**src/sv/sorter_pkg.sv**
```systemverilog
// Shared constants and types for the stream sorter.
package sorter_pkg;

  localparam int CAPACITY_DEF = 64;
  localparam int DATA_W = 32;

  // Sequencer states
  typedef enum logic [2:0] {
    ST_FILL,
    ST_OUTER,
    ST_RD,
    ST_CMP,
    ST_EMIT_RD,
    ST_EMIT
  } state_t;

  // Map a two's complement word to an unsigned key with the same order.
  function automatic logic [31:0] order_key(input logic [31:0] v);
    return v ^ 32'h8000_0000;
  endfunction

endpackage

```
**src/sv/stream_sorter_ascending_top.sv**
```systemverilog
// Stream sorter top level: collect a run, insertion-sort it in memory, emit it.
//
// Channel | Direction | Handshake          | Payload
// in_     | input     | in_valid/in_stall  | in_value, in_last
// out_    | output    | out_valid/out_stall| out_sorted_value, out_last_out, out_overflow
//
// Fill: one item per cycle, no result until the item marked last.
// Sort: element i takes a fetch (ST_OUTER) and a read (ST_RD), then ST_CMP shifts each
//   larger element up one entry and finally writes element i into place.
// Emit: ST_EMIT_RD reads the first entry, then one result per cycle while
//   out_stall is low; a stalled result holds and the emit waits for it.
// Input is stalled during sort and emit; it reopens once the final result is loaded
// into the output register. Reset (rst_n low, synchronous) empties the run; the
// store itself is not cleared.
module stream_sorter_ascending_top #(
  parameter int CAPACITY = sorter_pkg::CAPACITY_DEF
) (
  input  logic        clk,
  input  logic        rst_n,
  input  logic        in_valid,
  output logic        in_stall,
  input  logic signed [31:0] in_value,
  input  logic        in_last,
  output logic        out_valid,
  input  logic        out_stall,
  output logic signed [31:0] out_sorted_value,
  output logic        out_last_out,
  output logic        out_overflow
);

  localparam int AW = (CAPACITY > 1) ? $clog2(CAPACITY) : 1;
  localparam int CW = $clog2(CAPACITY + 1);

  sorter_pkg::state_t state_r, state_nxt;
  logic [CW-1:0] count_r, count_nxt;
  logic          drop_r, drop_nxt;
  logic [CW-1:0] i_r, i_nxt;   // outer index
  logic [CW-1:0] j_r, j_nxt;   // insertion position
  logic [31:0]   cur_r, cur_nxt;
  logic [CW-1:0] k_r, k_nxt;   // emit index
  logic [31:0]   out_val_r, out_val_nxt;
  logic          out_last_r, out_last_nxt;
  logic          out_ovf_r, out_ovf_nxt;
  logic          out_valid_r, out_valid_nxt;

  logic          we;
  logic [AW-1:0] waddr, raddr;
  logic [31:0]   wdata, rdata;

  sorter_mem #(.CAPACITY(CAPACITY)) u_mem (
    .clk(clk), .we(we), .waddr(waddr), .wdata(wdata), .raddr(raddr), .rdata(rdata)
  );

  // State registers
  always_ff @(posedge clk) begin
    if (!rst_n) begin
      state_r     <= sorter_pkg::ST_FILL;
      count_r     <= '0;
      drop_r      <= 1'b0;
      out_valid_r <= 1'b0;
    end else begin
      state_r     <= state_nxt;
      count_r     <= count_nxt;
      drop_r      <= drop_nxt;
      out_valid_r <= out_valid_nxt;
    end
    i_r <= i_nxt;
    j_r <= j_nxt;
    cur_r <= cur_nxt;
    k_r <= k_nxt;
    out_val_r <= out_val_nxt;
    out_last_r <= out_last_nxt;
    out_ovf_r <= out_ovf_nxt;
  end

  // Sequencer
  always_comb begin
    state_nxt = state_r;
    count_nxt = count_r;
    drop_nxt  = drop_r;
    i_nxt = i_r;
    j_nxt = j_r;
    cur_nxt = cur_r;
    k_nxt = k_r;
    out_val_nxt = out_val_r;
    out_last_nxt = out_last_r;
    out_ovf_nxt = out_ovf_r;
    // a held result clears once taken
    out_valid_nxt = out_valid_r & out_stall;
    we = 1'b0;
    waddr = count_r[AW-1:0];
    wdata = in_value;
    raddr = i_r[AW-1:0];
    in_stall = 1'b1;
    unique case (state_r)
      sorter_pkg::ST_FILL: begin
        in_stall = 1'b0;
        if (in_valid) begin
          if (count_r < CW'(CAPACITY)) begin
            we = 1'b1;
            count_nxt = count_r + CW'(1);
          end else begin
            drop_nxt = 1'b1;
          end
          if (in_last) begin
            i_nxt = CW'(1);
            state_nxt = sorter_pkg::ST_OUTER;
          end
        end
      end
      sorter_pkg::ST_OUTER: begin
        // Fetch element i as the one to insert
        if (i_r >= count_r) begin
          k_nxt = '0;
          state_nxt = sorter_pkg::ST_EMIT_RD;
        end else begin
          raddr = i_r[AW-1:0];
          state_nxt = sorter_pkg::ST_RD;
        end
      end
      sorter_pkg::ST_RD: begin
        // rdata holds element i
        cur_nxt = rdata;
        j_nxt = i_r;
        raddr = AW'(i_r - CW'(1));
        state_nxt = sorter_pkg::ST_CMP;
      end
      sorter_pkg::ST_CMP: begin
        // rdata holds element j-1: shift it up or drop cur in place
        priority if (j_r == '0) begin
          // Reached the bottom: cur lands at entry 0
          we = 1'b1;
          waddr = '0;
          wdata = cur_r;
          i_nxt = i_r + CW'(1);
          state_nxt = sorter_pkg::ST_OUTER;
        end else if (sorter_pkg::order_key(rdata) > sorter_pkg::order_key(cur_r)) begin
          we = 1'b1;
          waddr = j_r[AW-1:0];
          wdata = rdata;
          j_nxt = j_r - CW'(1);
          raddr = AW'(j_r - CW'(2));
        end else begin
          we = 1'b1;
          waddr = j_r[AW-1:0];
          wdata = cur_r;
          i_nxt = i_r + CW'(1);
          state_nxt = sorter_pkg::ST_OUTER;
        end
      end
      sorter_pkg::ST_EMIT_RD: begin
        raddr = k_r[AW-1:0];
        state_nxt = sorter_pkg::ST_EMIT;
      end
      sorter_pkg::ST_EMIT: begin
        // rdata holds element k; load it once the output register is free
        raddr = k_r[AW-1:0];
        if (!out_valid_r || !out_stall) begin
          out_val_nxt = rdata;
          out_last_nxt = (k_r + CW'(1) == count_r);
          out_ovf_nxt = drop_r;
          out_valid_nxt = 1'b1;
          k_nxt = k_r + CW'(1);
          raddr = AW'(k_r + CW'(1));
          if (out_last_nxt) begin
            count_nxt = '0;
            drop_nxt = 1'b0;
            state_nxt = sorter_pkg::ST_FILL;
          end
        end
      end
      default: state_nxt = sorter_pkg::ST_FILL;
    endcase
  end

  assign out_valid = out_valid_r;
  assign out_sorted_value = out_val_r;
  assign out_last_out = out_last_r;
  assign out_overflow = out_ovf_r;

endmodule

```
**src/sv/sorter_mem.sv**
```systemverilog
// Element store: one write port, one registered read port.
module sorter_mem #(
  parameter int CAPACITY = sorter_pkg::CAPACITY_DEF,
  localparam int AW = (CAPACITY > 1) ? $clog2(CAPACITY) : 1
) (
  input  logic              clk,
  input  logic              we,
  input  logic [AW-1:0]     waddr,
  input  logic [31:0]       wdata,
  input  logic [AW-1:0]     raddr,
  output logic [31:0]       rdata
);

  logic [31:0] mem [CAPACITY];

  // Synchronous write and read
  always_ff @(posedge clk) begin
    if (we) begin
      mem[waddr] <= wdata;
    end
    rdata <= mem[raddr];
  end

endmodule

```
**config.mk**
```make
export PLATFORM = sky130hd
export DESIGN_NAME = stream_sorter_ascending_top
export DESIGN_NICKNAME = d
export VERILOG_FILES = /design/src/sv/sorter_pkg.sv /design/src/sv/stream_sorter_ascending_top.sv /design/src/sv/sorter_mem.sv
export SDC_FILE = /design/constraint.sdc
export NUM_CORES = 2
export LEC_CHECK = 0
export ABC_CLOCK_PERIOD_IN_PS = 7100
export BUFFER_PORTS_ARGS = -buffer_cell sky130_fd_sc_hd__buf_2
export CORE_MARGIN = 3
export CORE_UTILIZATION = 63
export CTS_CLUSTER_SIZE = 14
export DETAILED_ROUTE_END_ITERATION = 7
export PLACE_DENSITY_LB_ADDON = 0.05
export SETUP_SLACK_MARGIN = 0.2
export SYNTH_ARGS = -nofsm -noshare
export SYNTH_HDL_FRONTEND = slang
export SYNTH_SLANG_ARGS = --single-unit
```
**constraint.sdc**
```tcl
create_clock -name clk -period 7.1 [get_ports clk]
set_input_delay 1.42 -clock clk [delete_from_list [all_inputs] [get_ports clk]]
set_output_delay 1.42 -clock clk [all_outputs]
set_load 0.05 [all_outputs]
```
# After elaboration in Yosys (flattened, before gate mapping)

Memories as Yosys holds them, arrays and structs flattened. A register that Yosys moved wholly into a read port is not among the register bits.
Cells that the tools add are included.
Widths: inputs -> output; s select.

Memories kept: 1
Bits in writable memories: 2048
Input port bits: 37
Logic and storage cells: 102
Register bits after elaboration: 99

Memories:

| name      | words | width | rd ports | clocked after Yosys merged registers in | wr ports | RTL line         | RTL |
|---|---|---|---|---|---|---|---|
| u_mem.mem | 64    | 32    | 1        | 1                                       | 1        | sorter_mem.sv:14 | `logic [31:0] mem [CAPACITY];` |

Reduce and logical (&&, ||, !) cells: 16
Eq/ne operators: 16
Add/subtract/negate cells: 6
Order comparisons: 3
Muxes and demuxes: 46
Bitwise gates (word level): 3

Operators by type and width:

| kind                | number |
|---|---|
| $mux 32             | 3 |
| $mux 7              | 12 |
| $pmux 7 s2          | 4 |
| $gt 32x32->1        | 1 |
| $mux 6              | 5 |
| $pmux 6 s4          | 1 |
| $add 7x1->7 const B | 3 |
| $mux 3              | 7 |
| $ne 2x2->1 const B  | 9 |
| $pmux 3 s6          | 1 |
| $reduce_and 5->1    | 3 |
| $mux 1              | 11 |
| $reduce_bool 2->1   | 4 |
| $eq 7x7->1          | 1 |
| $ge 7x7->1          | 1 |
| $logic_not 7->1     | 1 |
| $lt 7x7->1 const B  | 1 |
| $sub 7x1->7 const B | 1 |
| $eq 3x2->1 const B  | 2 |
| $eq 3x3->1 const B  | 2 |
| $reduce_and 3->1    | 2 |
| $sub 6x1->6 const B | 1 |
| $sub 6x2->6 const B | 1 |
| $pmux 1 s2          | 2 |
| other kinds (9)     | 11 |

# Logic depth before layout (Yosys ltp)

Depth in word-level cells: 6
Mapped depth: 18

# Cells and area by module

A second synthesis with hierarchy kept.

Cells, all modules: 3900
Area, all modules: 84433.5 sq um

Modules (own cells, without submodules):

| module                      | area each (sq um) | times used | seq. area each (sq um) | cells each |
|---|---|---|---|---|
| sorter_mem                  | 78515.3           | 1          | 62139.6                | 3324 |
| stream_sorter_ascending_top | 5918.2            | 1          | 2852.7                 | 576 |

# Worst setup path after synthesis

Ideal clock, no wire load.

Path kind: reg-to-reg
Start point: register cur_r[31]
End point: memory u_mem.mem[0][1] (data pin)
Period minus slack after synthesis: 5868 ps
Path buffers: 4
Required time: 6398 ps
Path slack: 1232 ps
Data arrival time: 5167 ps
Cell stages (with the launch flop): 13
Cell sequence: edfxtp_1 > ha_1 > nand4_1 > nor4_2 > a221oi_1 > and3_1 > o32ai_1 > buf_4 > buf_8 > buf_2 > buf_1 > a21oi_1 > o21ai_0

Cells in the longest elaborated chain, start to end: 5

Ends and longest elaborated chain:

| element                    | RTL line                           | RTL |
|---|---|---|
| start, declared            | stream_sorter_ascending_top.sv:39  | `logic [31:0] cur_r, cur_nxt;` |
| start signal, assigned     | stream_sorter_ascending_top.sv:69  | `cur_r <= cur_nxt;` |
| $not 1->1 (no source line) | --                                 |  |
| $gt 32x32->1               | stream_sorter_ascending_top.sv:137 | `end else if (sorter_pkg::order_key(rdata) > sorter_pkg::order_key(cur_r)) begin` |
| $mux 32                    | stream_sorter_ascending_top.sv:137 |  |
| $mux 32                    | stream_sorter_ascending_top.sv:130 | `priority if (j_r == '0) begin` |
| $mux 32                    | stream_sorter_ascending_top.sv:95  | `unique case (state_r)` |
| via u_mem.wdata[1]         | sorter_mem.sv:9                    | `input logic [31:0] wdata,` |
| end, declared              | sorter_mem.sv:14                   |  |

The timed path passes the listed nets, and every way through them passes these cells.

# Final worst setup path

Start point: register cur_r[19]
End point: register u_mem.rdata[12], read port of u_mem.mem

Cells in the longest elaborated chain, start to end: 4

Ends and longest elaborated chain:

| element       | RTL line                           | RTL |
|---|---|---|
| $gt 32x32->1  | stream_sorter_ascending_top.sv:137 |  |
| $mux 6        | stream_sorter_ascending_top.sv:137 |  |
| $mux 6        | stream_sorter_ascending_top.sv:130 |  |
| $pmux 6 s4    | stream_sorter_ascending_top.sv:95  |  |
| end, declared | sorter_mem.sv:11                   | `output logic [31:0] rdata` |

Every way passes these cells.
A chain may end at the register's enable or synchronous reset.

==> impl_results.md <==
* Status: complete, no violations
* # resized after CTS at 0
* Clock transition at path regs at 60 ps
* Max-slew headroom at just under 10%
* Gp weighted congestion at ~0.95
* Final setup fails at 0
* Syn Nets at between 5000 and 6000
* Number of H-tree levels at 4
* Die width at 374.2 um
* Fin crit share at a little over four fifths
* Post-CTS setup buffer count at 0
* Proportion of layout cells with a drive suffix above 1 at approximately an eighth
* Clk buf depth at 3
* Yosys top cell area share at between 70% and 80%
* YS warnings at 0
* Setup CP Type: flip-flop to flip-flop
* Row count at approximately 130
* Syn Area/Cell at approximately 15 um2
* DP Area at 0.08903 mm2
* Slowest stage delay, CP at between 600 and 700 ps
* DRC at 0
* Synth Flop Type: edfxtp_1
* Worst setup EP type: flip-flop
* Max VDD drop at around 0.34 mV
* Clock latency at the later pin of the worst-skew pair at about 840 ps
* Synth top area cells: edfxtp_1 (75%), o22ai_1 (3.6%), a211oi_1 (3.4%)
* Drt pass-1 iters at 6
* Pwr dens at 334.1 mW/mm2
* Leakage at approximately 29 nW
* GR Util All Layers at about a third
* Detailed placer's ending HPWL at between 100000 and 150000 um
* Post-synth EDFFs at approximately 2100
* Placeable core area at between 0.1 and 0.15 mm2
* Grt ovf at 0
* Reg-to-reg setup timing slack at about 1200 ps
* Final Hold Viols at 0
* Final non-filler cell area at about 0.095 mm2
* Iteration-0 DRC Markers at around 7900
* IO Port Bufs at 72
* Critical path fanouts, max at 191
* Initial antenna violation count at 4
* Die area at around 0.14 mm2
* Die Ht at between 300 and 400 um
* HP Class: flip-flop to flip-flop
* Asr flop ratio synth at 0%
* Most common cell after layout, fill and taps aside: edfxtp_1
* WL final at around 240000 um
* Final-report max-slew violation count at 0
* Max cap viols at 0
* Vias in the first global route at 51210
* Cells after Synth at roughly 5700
* Critical Path Start Type: flip-flop
* Slowest cell on crit path: mux2i_4
* CTS tree: yes
* Critical path cell sequence: inv_1, ha_1, nand2_1, o21ai_0, a221oi_1, and3_1, o32ai_4, buf_4, mux2i_4, buf_12, mux2_2, o22ai_1, a21oi_1, a31oi_1, nand4_1
* Synth area leader: edfxtp_1
* Crit path DAT at between 6000 and 7000 ps
* Vias per cell at a little over 7
* TritonCTS Buffers at around 210
* CTS hold repair buffers at 0
* WP data required at a little under 8000 ps
* Largest net degree at the start of global routing at about 190
* Clock Sinks at 2179
* Via count at 54480
* Area of the mapped netlist at 0.08542 mm2
* Io pins at 73
* Fmax at 0.1691 GHz
* First-pass GRT wire length at about 350000 um
* Synthesized flop and latch total at 2179
* Worst-Margin Slew at approximately 1400 ps
* RSZ-0062 raised after global routing: no
* Most frequent cells in the layout: edfxtp_1 (2135), nand2_1 (493), o22ai_1 (485)
* Cell variety after synth at 71
* Initial core utilization at 63.69%
* Layout Nets at between 5000 and 6000
* Post-synthesis sequential area ratio at ~76%
* CTS root buf: clkbuf_16
* WL/cell at roughly 31 um
* Post-route ant nets at 0
* Skew final at ~22 ps
* Layout area overhead at 11.73%
* Finished Core Util at roughly 71%
* Setup TNS at 0 ps
* Minimum clock period after layout at approximately 5900 ps
-- Yosys cell counts, drive strengths merged, types with 75 or more instances --
library cell	number
nor2	251
nand4	119
o22ai	486
mux2i	75
nor4	117
edfxtp	2135
nor3	92
buf	202
nand2	496
a211oi	389
clkbuf	187
nand3	238
o21ai	243
-- layout make-up --
cell class / instances / area (um2)
timing repair buffer: 258 / 2107
multi-input combinational: 3068 / 19530
tap: 1768 / 2212
sequential: 2179 / 64990
antenna: 2 / 5.005
inverter: 48 / 180.2
clock inverter: 118 / 810.8
clock buffer: 270 / 5602
fill: 8768 / 38690
-- kinds of logic (layout without fill, tap and decap cells) --
logic type                 count (synthesis)  in the layout  synth area share [%]
other                                      0              2                     0
adders and majority gates                 47             47                0.6884
buffers and inverters                    437            694                 2.229
AOI/OAI and AO/OA                       1487           1487                 11.78
and+or+nand+nor                         1409           1409                 7.745
muxes                                     93             93                 1.148
xor gates and xnor gates                  32             32                0.3281
DFF                                     2179           2179                 76.08
-- critical path: cells and delay by family (launching register included) --
kind	cells	cell delay, ps
AND/OR/NAND/NOR	3	680
buffers and inverters	3	1060
multiplexers	2	1110
AO/OA/AOI/OAI	6	1940
adder cells (fa/ha/maj)	1	300
flip-flops	1	320
-- power by group --
group          total, mW  switching, mW  internal [mW]
logic               6.77           4.75           2.02
registers           14.6          0.203           14.4
clock network       10.5           4.68           5.84
total               31.9           9.63           22.3
-- registers in the layout, summed over array words and instances, names as in the netlist --
signal	cells
u_mem.mem	2048
cur_r	32
out_sorted_value	32
u_mem.rdata	32
count_r	7
i_r	7
j_r	7
k_r	7
state_r	3
drop_r	1
out_last_out	1
out_overflow	1
out_valid	1
-- through the flow --
step	hold WS (ps)	power, mW	cells	setup slack (ps)
2_1_floorplan	409.2	19.03	5684	1232
3_3_place_gp	438.3	21.40	7321	1491
3_5_place_dp	438.2	21.49	7321	1403
4_1_cts	452.3	31.84	7709	1388
5_1_grt	454.4	32.91	7709	1086
6_report	445.0	31.88	7711	1187
-- final timing paths --
path | from | endpoint | cells past startpoint
worst max-delay path | cur_r[19] | u_mem.rdata[12] | 15
worst min register to register | drop_r | out_overflow | 0
worst max register to register | cur_r[19] | u_mem.rdata[12] | 15
worst min-delay path | drop_r | out_overflow | 0
-- metal layers --
metal  GRT usage, %  up-vias  part of all wire (%)
met4          14.17        2                   4.5
met2          51.37     3583                    45
met5              0        -                0.0029
met1          49.62    27230                    38
met3          6.859      518                    12
li1               -    23150                     -
Note: power is estimated with default switching activity, not from simulation.
